## src/hw/rtl/mdt_pkg.sv

```systemverilog
`timescale 1ns / 1ps
// ----------------------------------------------------------------------------
// mdt_pkg
// Shared types, widths and codes for the momentum desaturation torquer:
// transaction payloads, configuration register indexes and the control word
// that the microcode sequencer hands to the datapath.
// ----------------------------------------------------------------------------
package mdt_pkg;

  // Sample width of field, momentum and dipole values (Q1.(DATA_WIDTH-1)).
  localparam int DATA_WIDTH = 16;

  // Configuration register widths.
  localparam int GAIN_W     = 16;
  localparam int THR_W      = 15;
  localparam int TICK_W     = 16;
  localparam int CFG_DATA_W = 16;
  localparam int CFG_IDX_W  = 3;

  // Datapath widths, derived from the sample, gain and threshold widths.
  localparam int PRE_SHIFT  = (DATA_WIDTH > 16) ? DATA_WIDTH - 16 : 0;
  localparam int POST_SHIFT = DATA_WIDTH - 1 - PRE_SHIFT + 8;
  localparam int MUL_W      = (DATA_WIDTH + 1 > GAIN_W + 1) ? DATA_WIDTH + 1 : GAIN_W + 1;
  localparam int PROD_W     = 2 * MUL_W;
  localparam int DIFF_W     = 2 * DATA_WIDTH - PRE_SHIFT + 1;
  localparam int ACC_W      = DIFF_W + GAIN_W + 1;
  localparam int RND_W      = ACC_W + 1;
  localparam int CMP_W      = (DATA_WIDTH > THR_W) ? DATA_WIDTH : THR_W;

  // Microprogram sizing.
  localparam int STEP_W     = 5;

  typedef logic signed [DATA_WIDTH-1:0] sample_t;
  typedef logic signed [MUL_W-1:0]      mul_t;
  typedef logic signed [PROD_W-1:0]     prod_t;
  typedef logic signed [DIFF_W-1:0]     diff_t;
  typedef logic signed [ACC_W-1:0]      acc_t;
  typedef logic signed [RND_W-1:0]      rnd_t;
  typedef logic [STEP_W-1:0]            step_t;

  // Rounding and saturation constants.
  localparam rnd_t RND_HALF = rnd_t'(1) << (POST_SHIFT - 1);
  localparam rnd_t SAT_MAX  = rnd_t'($signed({1'b0, {(DATA_WIDTH-1){1'b1}}}));
  localparam rnd_t SAT_MIN  = rnd_t'($signed({1'b1, {(DATA_WIDTH-1){1'b0}}}));

  // Input transaction payload.
  typedef struct packed {
    sample_t field_x;
    sample_t field_y;
    sample_t field_z;
    sample_t momentum_x;
    sample_t momentum_y;
    sample_t momentum_z;
  } in_item_t;

  // Result transaction payload.
  typedef struct packed {
    sample_t dipole_x;
    sample_t dipole_y;
    sample_t dipole_z;
    logic    active;
    logic    measuring;
  } out_item_t;

  // Configuration register indexes.
  typedef enum logic [CFG_IDX_W-1:0] {
    REG_GAIN    = 3'd0,
    REG_ON_THR  = 3'd1,
    REG_OFF_THR = 3'd2,
    REG_PERIOD  = 3'd3,
    REG_MEASURE = 3'd4
  } cfg_reg_t;

  // Multiplier operand A sources.
  typedef enum logic [2:0] {
    MA_H0, MA_H1, MA_H2, MA_DHI, MA_DLO
  } mul_a_sel_t;

  // Multiplier operand B sources.
  typedef enum logic [1:0] {
    MB_M0, MB_M1, MB_M2, MB_GAIN
  } mul_b_sel_t;

  // Difference register operations.
  typedef enum logic [1:0] {
    D_NONE, D_LOAD, D_SUB
  } d_op_t;

  // Scaled accumulator operations.
  typedef enum logic [1:0] {
    A_NONE, A_LOAD_HI, A_ADD
  } a_op_t;

  // Output axis selected by a dipole write.
  typedef enum logic [1:0] {
    AX_X, AX_Y, AX_Z
  } axis_t;

  // Jump conditions.
  typedef enum logic {
    J_NONE, J_SKIP
  } jump_t;

  // One microcode control word.
  typedef struct packed {
    mul_a_sel_t mul_a;
    mul_b_sel_t mul_b;
    d_op_t      d_op;
    a_op_t      a_op;
    logic       dip_wr;
    axis_t      axis;
    logic       dip_clr;
    jump_t      jump;
    step_t      target;
    logic       done;
  } ctrl_t;

  localparam ctrl_t CTRL_NOP = '{
    mul_a:   MA_H0,
    mul_b:   MB_M0,
    d_op:    D_NONE,
    a_op:    A_NONE,
    dip_wr:  1'b0,
    axis:    AX_X,
    dip_clr: 1'b0,
    jump:    J_NONE,
    target:  '0,
    done:    1'b0
  };

  // Sequencer status toward the top level.
  typedef struct packed {
    logic busy;
    logic finish;
  } seq_stat_t;

endpackage

```

## src/hw/rtl/mdt_sequencer.sv

```systemverilog
`timescale 1ns / 1ps
// ----------------------------------------------------------------------------
// mdt_sequencer
// Step counter and microcode ROM. Each step issues one control word to the
// datapath; step zero jumps straight to the final step when no dipole is due.
// ----------------------------------------------------------------------------
module mdt_sequencer (
  input  logic              clk,
  input  logic              rst_n,
  input  logic              start,
  input  logic              skip,
  input  logic              out_free,
  output mdt_pkg::ctrl_t    ctrl,
  output mdt_pkg::seq_stat_t stat
);
  import mdt_pkg::*;

  localparam step_t LAST_STEP = step_t'(17);

  // Build one control word.
  function automatic ctrl_t cw(mul_a_sel_t a, mul_b_sel_t b, d_op_t d, a_op_t ao,
                               logic wr, axis_t ax);
    ctrl_t w;
    w        = CTRL_NOP;
    w.mul_a  = a;
    w.mul_b  = b;
    w.d_op   = d;
    w.a_op   = ao;
    w.dip_wr = wr;
    w.axis   = ax;
    return w;
  endfunction

  // Microprogram. The multiplier result of a step is consumed by the next.
  // Axis x: h1*m2 - h2*m1, axis y: h2*m0 - h0*m2, axis z: h0*m1 - h1*m0.
  function automatic ctrl_t ucode_rom(step_t s);
    ctrl_t w;
    w = CTRL_NOP;
    unique case (s)
      5'd0: begin
        w         = cw(MA_H1, MB_M2, D_NONE, A_NONE, 1'b0, AX_X);
        w.dip_clr = 1'b1;
        w.jump    = J_SKIP;
        w.target  = LAST_STEP;
      end
      5'd1:  w = cw(MA_H2,  MB_M1,   D_LOAD, A_NONE,    1'b0, AX_X);
      5'd2:  w = cw(MA_H0,  MB_M0,   D_SUB,  A_NONE,    1'b0, AX_X);
      5'd3:  w = cw(MA_DHI, MB_GAIN, D_NONE, A_NONE,    1'b0, AX_X);
      5'd4:  w = cw(MA_DLO, MB_GAIN, D_NONE, A_LOAD_HI, 1'b0, AX_X);
      5'd5:  w = cw(MA_H2,  MB_M0,   D_NONE, A_ADD,     1'b0, AX_X);
      5'd6:  w = cw(MA_H0,  MB_M2,   D_LOAD, A_NONE,    1'b1, AX_X);
      5'd7:  w = cw(MA_H0,  MB_M0,   D_SUB,  A_NONE,    1'b0, AX_Y);
      5'd8:  w = cw(MA_DHI, MB_GAIN, D_NONE, A_NONE,    1'b0, AX_Y);
      5'd9:  w = cw(MA_DLO, MB_GAIN, D_NONE, A_LOAD_HI, 1'b0, AX_Y);
      5'd10: w = cw(MA_H0,  MB_M1,   D_NONE, A_ADD,     1'b0, AX_Y);
      5'd11: w = cw(MA_H1,  MB_M0,   D_LOAD, A_NONE,    1'b1, AX_Y);
      5'd12: w = cw(MA_H0,  MB_M0,   D_SUB,  A_NONE,    1'b0, AX_Z);
      5'd13: w = cw(MA_DHI, MB_GAIN, D_NONE, A_NONE,    1'b0, AX_Z);
      5'd14: w = cw(MA_DLO, MB_GAIN, D_NONE, A_LOAD_HI, 1'b0, AX_Z);
      5'd15: w = cw(MA_H0,  MB_M0,   D_NONE, A_ADD,     1'b0, AX_Z);
      5'd16: w = cw(MA_H0,  MB_M0,   D_NONE, A_NONE,    1'b1, AX_Z);
      5'd17: w.done = 1'b1;
      default: w = CTRL_NOP;
    endcase
    return w;
  endfunction

  logic  busy_r, busy_nxt;
  step_t step_r, step_nxt;
  ctrl_t word;
  logic  finish;

  // Fetch the control word of the current step.
  assign word   = ucode_rom(step_r);
  assign finish = busy_r && word.done && out_free;

  // Next step: advance, take the jump, or hold on the final step.
  always_comb begin
    busy_nxt = busy_r;
    step_nxt = step_r;
    if (!busy_r) begin
      if (start) begin
        busy_nxt = 1'b1;
        step_nxt = '0;
      end
    end else if (word.done) begin
      if (out_free) begin
        busy_nxt = 1'b0;
      end
    end else if (word.jump == J_SKIP && skip) begin
      step_nxt = word.target;
    end else begin
      step_nxt = step_r + step_t'(1);
    end
  end

  // Step counter and busy flag.
  always_ff @(posedge clk) begin
    if (!rst_n) begin
      busy_r <= 1'b0;
      step_r <= '0;
    end else begin
      busy_r <= busy_nxt;
      step_r <= step_nxt;
    end
  end

  // Datapath sees no operations while the sequencer is idle.
  assign ctrl        = busy_r ? word : CTRL_NOP;
  assign stat.busy   = busy_r;
  assign stat.finish = finish;

endmodule

```

## src/hw/rtl/mdt_datapath.sv

```systemverilog
`timescale 1ns / 1ps
// ----------------------------------------------------------------------------
// mdt_datapath
// Shared multiplier, difference and scaled accumulators, rounding and
// saturation, and the held field and dipole registers.
// ----------------------------------------------------------------------------
module mdt_datapath (
  input  logic                            clk,
  input  logic                            rst_n,
  input  mdt_pkg::in_item_t               in_data,
  input  logic                            ld_mom,
  input  logic                            ld_held,
  input  logic [mdt_pkg::GAIN_W-1:0]      gain,
  input  mdt_pkg::ctrl_t                  ctrl,
  output mdt_pkg::sample_t                dip_x,
  output mdt_pkg::sample_t                dip_y,
  output mdt_pkg::sample_t                dip_z
);
  import mdt_pkg::*;

  sample_t held_r [3];
  sample_t mom_r  [3];
  sample_t dip_r  [3];
  sample_t dip_nxt[3];
  prod_t   prod_r, prod_nxt;
  diff_t   d_r, d_nxt;
  acc_t    acc_r, acc_nxt;
  mul_t    op_a, op_b;
  prod_t   prod_sh;
  acc_t    prod_ext;
  rnd_t    rnd_sum, rnd_sh;
  sample_t sat_val;

  // Held field resets to zero; momentum is reloaded with every transaction.
  always_ff @(posedge clk) begin
    if (!rst_n) begin
      held_r[0] <= '0;
      held_r[1] <= '0;
      held_r[2] <= '0;
    end else if (ld_held) begin
      held_r[0] <= in_data.field_x;
      held_r[1] <= in_data.field_y;
      held_r[2] <= in_data.field_z;
    end
  end

  always_ff @(posedge clk) begin
    if (ld_mom) begin
      mom_r[0] <= in_data.momentum_x;
      mom_r[1] <= in_data.momentum_y;
      mom_r[2] <= in_data.momentum_z;
    end
  end

  // Multiplier operand selection.
  always_comb begin
    unique case (ctrl.mul_a)
      MA_H0:   op_a = mul_t'(held_r[0]);
      MA_H1:   op_a = mul_t'(held_r[1]);
      MA_H2:   op_a = mul_t'(held_r[2]);
      MA_DHI:  op_a = mul_t'($signed(d_r[DIFF_W-1:DATA_WIDTH]));
      MA_DLO:  op_a = mul_t'($signed({1'b0, d_r[DATA_WIDTH-1:0]}));
      default: op_a = '0;
    endcase
    unique case (ctrl.mul_b)
      MB_M0:   op_b = mul_t'(mom_r[0]);
      MB_M1:   op_b = mul_t'(mom_r[1]);
      MB_M2:   op_b = mul_t'(mom_r[2]);
      MB_GAIN: op_b = mul_t'($signed({1'b0, gain}));
      default: op_b = '0;
    endcase
  end

  assign prod_nxt = prod_t'(op_a) * prod_t'(op_b);

  // Cross product difference, each product floored by the pre-shift.
  assign prod_sh = prod_r >>> PRE_SHIFT;

  always_comb begin
    unique case (ctrl.d_op)
      D_LOAD:  d_nxt = diff_t'(prod_sh);
      D_SUB:   d_nxt = d_r - diff_t'(prod_sh);
      default: d_nxt = d_r;
    endcase
  end

  // Gain scaling in two partial products: high part shifted, then low part.
  assign prod_ext = acc_t'(prod_r);

  always_comb begin
    unique case (ctrl.a_op)
      A_LOAD_HI: acc_nxt = prod_ext <<< DATA_WIDTH;
      A_ADD:     acc_nxt = acc_r + prod_ext;
      default:   acc_nxt = acc_r;
    endcase
  end

  // Negate, round half up and saturate to the sample range.
  assign rnd_sum = RND_HALF - rnd_t'(acc_r);
  assign rnd_sh  = rnd_sum >>> POST_SHIFT;

  always_comb begin
    if (rnd_sh > SAT_MAX) begin
      sat_val = SAT_MAX[DATA_WIDTH-1:0];
    end else if (rnd_sh < SAT_MIN) begin
      sat_val = SAT_MIN[DATA_WIDTH-1:0];
    end else begin
      sat_val = rnd_sh[DATA_WIDTH-1:0];
    end
  end

  // Dipole registers: cleared at program start, written one axis at a time.
  always_comb begin
    dip_nxt[0] = dip_r[0];
    dip_nxt[1] = dip_r[1];
    dip_nxt[2] = dip_r[2];
    if (ctrl.dip_clr) begin
      dip_nxt[0] = '0;
      dip_nxt[1] = '0;
      dip_nxt[2] = '0;
    end else if (ctrl.dip_wr) begin
      unique case (ctrl.axis)
        AX_X:    dip_nxt[0] = sat_val;
        AX_Y:    dip_nxt[1] = sat_val;
        AX_Z:    dip_nxt[2] = sat_val;
        default: dip_nxt[0] = dip_r[0];
      endcase
    end
  end

  always_ff @(posedge clk) begin
    prod_r   <= prod_nxt;
    d_r      <= d_nxt;
    acc_r    <= acc_nxt;
    dip_r[0] <= dip_nxt[0];
    dip_r[1] <= dip_nxt[1];
    dip_r[2] <= dip_nxt[2];
  end

  assign dip_x = dip_r[0];
  assign dip_y = dip_r[1];
  assign dip_z = dip_r[2];

endmodule

```

## src/hw/rtl/momentum_desaturation_torquer_core.sv

```systemverilog
`timescale 1ns / 1ps
// A transaction whose dipole is zero (idle or measuring) skips from step zero to the
// final step; otherwise the 18-step microprogram runs on the single shared multiplier.
// A new transaction is taken only once the sequencer is no longer busy with the
// last one.
// Reset (rst_n low, synchronous): configuration returns to its defaults and the
// engaged flag, held field and phase counter clear.
// ----------------------------------------------------------------------------
// momentum_desaturation_torquer_core
// Magnetorquer momentum dumping: hysteresis on wheel momentum, a duty cycle
// with a field measurement window, and a saturated -gain * (B x h) dipole.
// ----------------------------------------------------------------------------
module momentum_desaturation_torquer_core (
  input  logic                               clk,
  input  logic                               rst_n,
  input  logic                               in_valid,
  output logic                               in_ready,
  input  mdt_pkg::in_item_t                  in_data,
  output logic                               out_valid,
  input  logic                               out_ready,
  output mdt_pkg::out_item_t                 out_data,
  input  logic                               cfg_we,
  input  logic [mdt_pkg::CFG_IDX_W-1:0]      cfg_index,
  input  logic [mdt_pkg::CFG_DATA_W-1:0]     cfg_wdata
);
  import mdt_pkg::*;

  logic [GAIN_W-1:0] gain_r;
  logic [THR_W-1:0]  on_thr_r;
  logic [THR_W-1:0]  off_thr_r;
  logic [TICK_W-1:0] period_r;
  logic [TICK_W-1:0] measure_r;
  logic [TICK_W-1:0] phase_r, phase_nxt;
  logic              engaged_r, engaged_nxt;
  logic              measuring_r, measuring_nxt;
  logic              out_valid_r;
  out_item_t         out_data_r;

  logic [TICK_W-1:0] eff_period;
  logic [TICK_W-1:0] phase;
  logic [TICK_W:0]   phase_inc;
  logic              in_window;
  logic              accept;
  logic              any_on, any_off;
  sample_t           mom [3];
  logic [CMP_W-1:0]  mag [3];

  ctrl_t             ctrl;
  seq_stat_t         stat;
  sample_t           dip_x, dip_y, dip_z;

  // Configuration writes.
  always_ff @(posedge clk) begin
    if (!rst_n) begin
      gain_r    <= GAIN_W'(256);
      on_thr_r  <= THR_W'(16384);
      off_thr_r <= THR_W'(8192);
      period_r  <= TICK_W'(100);
      measure_r <= TICK_W'(10);
    end else if (cfg_we) begin
      unique case (cfg_index)
        REG_GAIN:    gain_r    <= cfg_wdata[GAIN_W-1:0];
        REG_ON_THR:  on_thr_r  <= cfg_wdata[THR_W-1:0];
        REG_OFF_THR: off_thr_r <= cfg_wdata[THR_W-1:0];
        REG_PERIOD:  period_r  <= cfg_wdata[TICK_W-1:0];
        REG_MEASURE: measure_r <= cfg_wdata[TICK_W-1:0];
        default:     gain_r    <= gain_r;
      endcase
    end
  end

  assign in_ready = !stat.busy;
  assign accept   = in_valid && in_ready;

  // Momentum magnitudes against the hysteresis thresholds.
  assign mom[0] = in_data.momentum_x;
  assign mom[1] = in_data.momentum_y;
  assign mom[2] = in_data.momentum_z;

  always_comb begin
    any_on  = 1'b0;
    any_off = 1'b0;
    for (int i = 0; i < 3; i++) begin
      mag[i] = mom[i][DATA_WIDTH-1] ? CMP_W'(-{1'b0, mom[i]}) : CMP_W'({1'b0, mom[i]});
      if (mag[i] > CMP_W'(on_thr_r)) begin
        any_on = 1'b1;
      end
      if (mag[i] > CMP_W'(off_thr_r)) begin
        any_off = 1'b1;
      end
    end
  end

  // Duty cycle phase; a stale phase from a lowered period counts as zero.
  assign eff_period = (period_r == '0) ? TICK_W'(1) : period_r;
  assign phase      = (phase_r < eff_period) ? phase_r : '0;
  assign phase_inc  = {1'b0, phase} + (TICK_W+1)'(1);
  assign in_window  = phase < measure_r;

  always_comb begin
    engaged_nxt   = engaged_r;
    measuring_nxt = measuring_r;
    phase_nxt     = phase_r;
    if (accept) begin
      engaged_nxt   = (engaged_r && any_off) || any_on;
      measuring_nxt = engaged_nxt && in_window;
      phase_nxt     = (phase_inc >= {1'b0, eff_period}) ? '0 : phase_inc[TICK_W-1:0];
    end
  end

  always_ff @(posedge clk) begin
    if (!rst_n) begin
      engaged_r   <= 1'b0;
      measuring_r <= 1'b0;
      phase_r     <= '0;
    end else begin
      engaged_r   <= engaged_nxt;
      measuring_r <= measuring_nxt;
      phase_r     <= phase_nxt;
    end
  end

  mdt_sequencer u_seq (
    .clk      (clk),
    .rst_n    (rst_n),
    .start    (accept),
    .skip     (!engaged_r || measuring_r),
    .out_free (!out_valid_r || out_ready),
    .ctrl     (ctrl),
    .stat     (stat)
  );

  mdt_datapath u_dp (
    .clk     (clk),
    .rst_n   (rst_n),
    .in_data (in_data),
    .ld_mom  (accept),
    .ld_held (accept && measuring_nxt),
    .gain    (gain_r),
    .ctrl    (ctrl),
    .dip_x   (dip_x),
    .dip_y   (dip_y),
    .dip_z   (dip_z)
  );

  // Result register; a finished transaction waits here for the consumer.
  always_ff @(posedge clk) begin
    if (!rst_n) begin
      out_valid_r <= 1'b0;
    end else if (stat.finish) begin
      out_valid_r <= 1'b1;
    end else if (out_ready) begin
      out_valid_r <= 1'b0;
    end
  end

  always_ff @(posedge clk) begin
    if (stat.finish) begin
      out_data_r.dipole_x  <= dip_x;
      out_data_r.dipole_y  <= dip_y;
      out_data_r.dipole_z  <= dip_z;
      out_data_r.active    <= engaged_r;
      out_data_r.measuring <= measuring_r;
    end
  end

  assign out_valid = out_valid_r;
  assign out_data  = out_data_r;

endmodule
```

## config.mk

```make
export PLATFORM = sky130hd
export DESIGN_NAME = momentum_desaturation_torquer_core
export DESIGN_NICKNAME = d
export VERILOG_FILES = /design/src/hw/rtl/mdt_pkg.sv /design/src/hw/rtl/mdt_sequencer.sv /design/src/hw/rtl/mdt_datapath.sv /design/src/hw/rtl/momentum_desaturation_torquer_core.sv
export SDC_FILE = /design/constraint.sdc
export NUM_CORES = 2
export LEC_CHECK = 0
export ABC_AREA = 0
export BUFFER_PORTS_ARGS = -buffer_cell sky130_fd_sc_hd__buf_2
export CORE_UTILIZATION = 28
export CTS_CLUSTER_SIZE = 12
export DETAILED_ROUTE_END_ITERATION = 8
export PLACE_DENSITY_LB_ADDON = 0.25
export RECOVER_POWER = 25
export SYNTH_ARGS = -nofsm -noshare
export SYNTH_HDL_FRONTEND = slang
export SYNTH_SLANG_ARGS = --single-unit
```

## constraint.sdc

```tcl
create_clock -name clk -period 8.4 [get_ports clk]
set_input_delay 0.42 -clock clk [delete_from_list [all_inputs] [get_ports clk]]
set_output_delay 0.42 -clock clk [all_outputs]
set_load 0.02 [all_outputs]
```

; ---- Word-level counts from Yosys, hierarchy flattened
; Memory sizes are Yosys's and may differ from the RTL's.
; Index checks and enable logic that the tools add are counted.
[word_totals]
reg_bits = 270
ram_bits = 144
in_bits = 120
output_inout_bits = 52
wordCells = 154
mem_count = 3
[classes]
addsub = 8
multipliers = 1
n_lt_le_gt_ge = 11
n_eq_ne = 35
muxes = 45
n_bitwise = 3
n_reduce_logical = 29
[memory_table]
columns = memory, words, width, read_ports, rd_ports_with_merged_regs, wr, line
row1 = u_dp.dip_r, 3, 16, 3, 0, 3, mdt_datapath.sv:23  ; sample_t dip_r [3];
row2 = u_dp.held_r, 3, 16, 3, 0, 3, mdt_datapath.sv:21  ; sample_t held_r [3];
row3 = u_dp.mom_r, 3, 16, 3, 0, 3, mdt_datapath.sv:22  ; sample_t mom_r [3];
[ops]
columns = op, n
row1 = 19-bit case mux with 17 select lines, 1
row2 = 16-bit 2-to-1 mux, 14
row3 = 50-bit case mux with 2 select lines, 1
row4 = 16-bit by 15-bit > comparator with 1-bit output, 6
row5 = 48-bit 2-to-1 mux, 2
row6 = 17-bit case mux with 5 select lines, 1
row7 = 17-bit case mux with 4 select lines, 1
row8 = 33-bit case mux with 2 select lines, 1
row9 = 24-bit by 50-bit subtractor with 51-bit output (first input constant), 1
row10 = 50-bit by 34-bit adder with 50-bit output, 1
row11 = 16-bit negator, 3
row12 = 5-bit by 4-bit equality test with 1-bit output (second input constant), 8
row13 = 17-bit by 17-bit multiplier with 34-bit output, 1
row14 = 33-bit subtractor, 1
row15 = 16-bit less-than comparator, 2
row16 = 28-bit by 16-bit > comparator with 1-bit output (second input constant), 1
row17 = 28-bit by 16-bit less-than comparator with 1-bit output (second input constant), 1
row18 = 5-bit by 3-bit equality test with 1-bit output (second input constant), 4
row19 = 20-bit 2-to-1 mux, 1
row20 = 5-bit 2-to-1 mux, 4
row21 = 1-bit 2-to-1 mux, 19
row22 = 16-bit by 1-bit adder with 17-bit output (second input constant), 1
row23 = 17-bit by 16-bit greater-or-equal comparator with 1-bit output, 1
row24 = 16-bit zero test, 1
row25 = other kinds (19), 55

; ---- Longest topological paths before layout
[depth]
depth_word = 15
mapped_depth = 39
mapped_depth_nobuf = 34

; ---- Modules after synthesis
; A second synthesis with hierarchy kept.
[unflattened]
cells_unflattened = 3902
hier_area_um2 = 36013.3
[modules_own_cells]
columns = module, n_inst, cells_each, area_per_inst_um2, seq_area_each_um2
row1 = mdt_datapath, 1, 2694, 25733.4, 7016.7
row2 = momentum_desaturation_torquer_core, 1, 1099, 9527.9, 3443.3
row3 = mdt_sequencer, 1, 109, 752.0, 120.1

; ---- Worst setup path before layout
; Ideal clock, no wire load.
[synth_timing]
path_type = register -> register
startpoint = register u_seq.step_r[0]
endpoint = register u_dp.prod_r[33]
setup_time_ns = 0.072
arrival_time_ns = 8.342
required_time_ns = 8.328
slack_ns = -0.014
path_stages_with_launch = 35
n_path_buf = 4
period_less_slack_ns = 8.414
path_cell_list = dfxtp_1 inv_1 ha_1 clkbuf_1 nor4_1 nand2_1 and3_1 clkbuf_1 nand2_1 nor3_2 clkbuf_1 clkbuf_1 a221oi_1 nor2_1 fa_1 inv_1 fa_1 inv_1 fa_1 inv_1 fa_1 fa_1 fa_1 inv_1 ha_1 a21oi_1 o21ai_0 a21oi_1 nor2_1 a21oi_1 o21ai_0 a2111oi_0 o21ai_0 a21oi_1 xnor2_1
[synth_via]
elab_chain_len = 6
[synth_rtl]
columns = element, line
row1 = start: declaration, mdt_sequencer.sv:69  ; step_t step_r, step_nxt;
row2 = start signal: assignment, mdt_sequencer.sv:104  ; step_r <= step_nxt;
row3 = 5-bit equality test (tied with other cells), mdt_sequencer.sv:39  ; unique case (s)
row4 = 19-bit case mux with 17 select lines (*), mdt_sequencer.sv:39
row5 = 20-bit 2-to-1 mux (*), mdt_sequencer.sv:109  ; assign ctrl = busy_r ? word : CTRL_NOP;
row6 = 3-bit equality test (tied with other cells), mdt_datapath.sv:57  ; unique case (ctrl.mul_a)
row7 = 17-bit case mux with 5 select lines or 17-bit case mux with 4 select lines (tied branches), "mdt_datapath.sv:57, mdt_datapath.sv:65"
row8 = 17-bit by 17-bit multiplier with 34-bit output (*), mdt_datapath.sv:74  ; assign prod_nxt = prod_t'(op_a) * prod_t'(op_b);
row9 = via u_dp.prod_nxt[33], mdt_datapath.sv:25  ; prod_t prod_r, prod_nxt;
row10 = end signal: assignment, mdt_datapath.sv:132  ; prod_r <= prod_nxt;
row11 = end: declaration, mdt_datapath.sv:25
; The timed path passes the listed nets; every way through them passes the cells marked *.
; A chain may end at the register's enable or synchronous reset.

; ---- Final worst setup path
[layout_timing]
startpoint = register u_seq.step_r[1]
endpoint = register u_dp.prod_r[32]
; The elaborated chain is that of the path after synthesis.

==> results.md <==
* Port bufs at ~170
* Largest net degree at the start of global routing at 93
* Min-Delay Path Class: in2reg
* Post-synth top cells: 492 x inv_1, 409 x nand2_1, 404 x nor2_1
* Mean area per synthesized cell at 9.16 um^2
* Post-synthesis sequential area ratio at slightly below 30%
* Io pins at between 150 and 200
* Die area at 0.129 mm^2
* Worst skew pair latency at 0.63 ns
* Ys flop type: edfxtp_1
* Post-Syn Area at 0.0358 mm^2
* Post-synthesis cell count at 3904
* Crit. End Element: flip-flop
* Register area at 0.0106 mm^2
* Area taken by multi-input logic gates at 0.0231 mm^2
* Util after Layout at about a third
* Global-route wire length before repair at 171000 um
* Total track usage at approximately 17%
* CTS tree: built
* Initial DRC count at 1944
* Post-synth top area share at 19.2%
* Actual slew at the worst max-slew pin at about 3.6 ns
* Synthesized flop and latch total at ~410
* Initial antenna violation count at 3
* Failing checks: max-capacitance violations, max-slew violations
* Wire per inst at roughly 19 um
* CTS Sinks at 414
* Peak VDD IR at 0.000637 V
* GR Overflow Total at 0
* Pwr Density at 461 mW/mm^2
* Max-cap violations at 1
* Via/cell ratio at 4.82
* RSZ-0062 raised after global routing: true
* Number of nets in the layout at 5014
* Final Hold Slack at 0.0634 ns
* Top post-synthesis cells by area: edfxtp_1 19%, fa_1 17%, ha_1 11%
* First-pass DRT Iterations at 5
* Die height at 359 um
* Core area at 0.126 mm^2
* Final wirelength at 112000 um
* Critical path arrival at roughly 8.6 ns
* Static Leak at 18.3 nW
* Via count at 28.8k
* CP Class: reg2reg
* H-tree Lvls at 2
* Site row count at 130
* Slowest-stage cell, CP: fa_1
* Slowest stage delay, CP at 0.54 ns
* Most frequent cell after synthesis: inv_1
* CTS clk-pin slew, worst paths at 0.07 ns
* Final Hold Viols at 0
* Crit path required time at 8.95 ns
* Placer Congestion at 0.923
* HPWL Detailed at between 90000 and 100000 um
* Ant. Diodes at 0
* CTS Root Cell: clkbuf_16
* Synth-to-Final Area Change at 18.9%
* Final setup fails at 0
* Total power at 0.0196 W
* Async S/R FF share, synth at 0%
* CTS max path bufs at 3
* Fill count at about 13k
* Post-placement cell count at 5854
* Die Wd at 359 um
* Period minus WS final at 8.09 ns
* Fmax at 124 MHz
* Post-synth top area cell: edfxtp_1
* Crit-path max FO at 9
* Tcrit/Tclk final at 96.3%
* Initial Util at 28.3%
* Hold Buf Count CTS at 0
* Share of cells above drive strength 1 at ~14%
* Number of synthesized flops with an enable pin at ~230
* DRT antenna net count at 0
* CTS Buf Count at ~50
* Post-Layout Cell Count at 5974
* Setup Skew at 0.0481 ns
* Slew Viols, Final at 93
* Outcome: finished, violations left
* Worst setup SP type: flip-flop
* Relative slew margins at -140%
* Ys Warns at 0
* Distinct cell type count after synthesis at 82
* Sum Neg Setup Slack at 0 ns
* Net Count, Synth at 4635
* DRC violations left at 0
* Vias in the first global route at 28.5k
repair_timing:
item / CTS / global route
endpoints found under the setup margin: 3 / 15
buffers inserted: 0 / 27
gates cloned: 0 / 1
gates resized for setup: 2 / 87
pin swaps: 0 / 36
report_power, final:
group / internal [W] / switching [W]
clock: 0.00122 / 0.000941
combinational: 0.00695 / 0.00776
sequential: 0.00255 / 0.000194
registers in the layout (all words and copies together) (netlist names), 33 cells and up:
register / cells
u_dp.mom_r: 48
u_dp.d_r: 33
u_dp.dip_r: 48
u_dp.prod_r: 34
out_data: 50
u_dp.held_r: 48
u_dp.acc_r: 50
kinds of logic after synthesis:
| logic type | Yosys count | synth area share [%] |
|---|---|---|
| flops | 414 | 29.6 |
| compound gates | 805 | 14.7 |
| mux | 49 | 1.46 |
| fa+ha+maj | 611 | 27.6 |
| buf+inv | 624 | 6.67 |
| xor+xnor | 158 | 3.87 |
| simple gates | 1243 | 16.1 |
area by class of cell:
class	count	share of cell area, %
clock buffers	63	3.11
clock inverters	29	0.674
inverters	492	4.34
multi-input cells	2866	54.5
flip-flops and latches	414	24.9
well taps	1650	4.86
repair buffers	460	7.67
critical path: cells and delay by family, from the launching register on:
kind,cells,cell delay (ns)
fa+ha+maj,8,3.49
flops,1,0.36
xor+xnor,1,0.15
simple gates,7,0.85
mux,2,0.74
compound gates,6,1.30
buf+inv,11,1.09
metrics by stage:
stage	setup slack (ns)	area, um^2
final	0.312	42500
after global routing	-0.0892	42500
after CTS	0.0128	42000
after detailed placement	-0.0611	40400
after global placement	-0.0653	40400
after floorplan	0.00712	35800
path summary, 6_finish.rpt:
path	cells after the start	start	slack, ns	end
min	1	in_data[0]	0.06	u_dp.mom_r[0][32]$_DFFE_PP_
min reg2reg	0	u_dp.dip_r[0][10]$_SDFFE_PP0P_	0.43	out_data[44]$_DFFE_PP_
max	35	u_seq.step_r[1]$_SDFFE_PN0P_	0.31	u_dp.prod_r[32]$_DFF_P_
max reg2reg	35	u_seq.step_r[1]$_SDFFE_PN0P_	0.31	u_dp.prod_r[32]$_DFF_P_
per-layer routing:
layer | wire [um] | GRT usage (%) | share of wire [%] | vias up
met5 | 27 | 0 | 0.024 | -
met4 | 2120 | 3.65 | 1.9 | 4
met3 | 6010 | 2.90 | 5.3 | 111
met2 | 51400 | 27.5 | 46 | 650
met1 | 52900 | 23.4 | 47 | 14000
li1 | - | - | - | 14000
placed cells by master (no fill, tap or decap), drive strengths merged, types with 38 or more instances in the layout:
cell type    n
inv        496
nand2      409
buf        407
nor2       404
ha         313
fa         298
edfxtp     229
o21ai      216
dfxtp      185
a21oi      168
xnor2      116
clkbuf     116
a21boi      77
a21o        72
nor2b       64
nand2b      62
and2        61
nand3       54
xor2        42
o21a        40
nor3        40
nand4       38
Note: power is estimated with default switching activity, not from simulation.
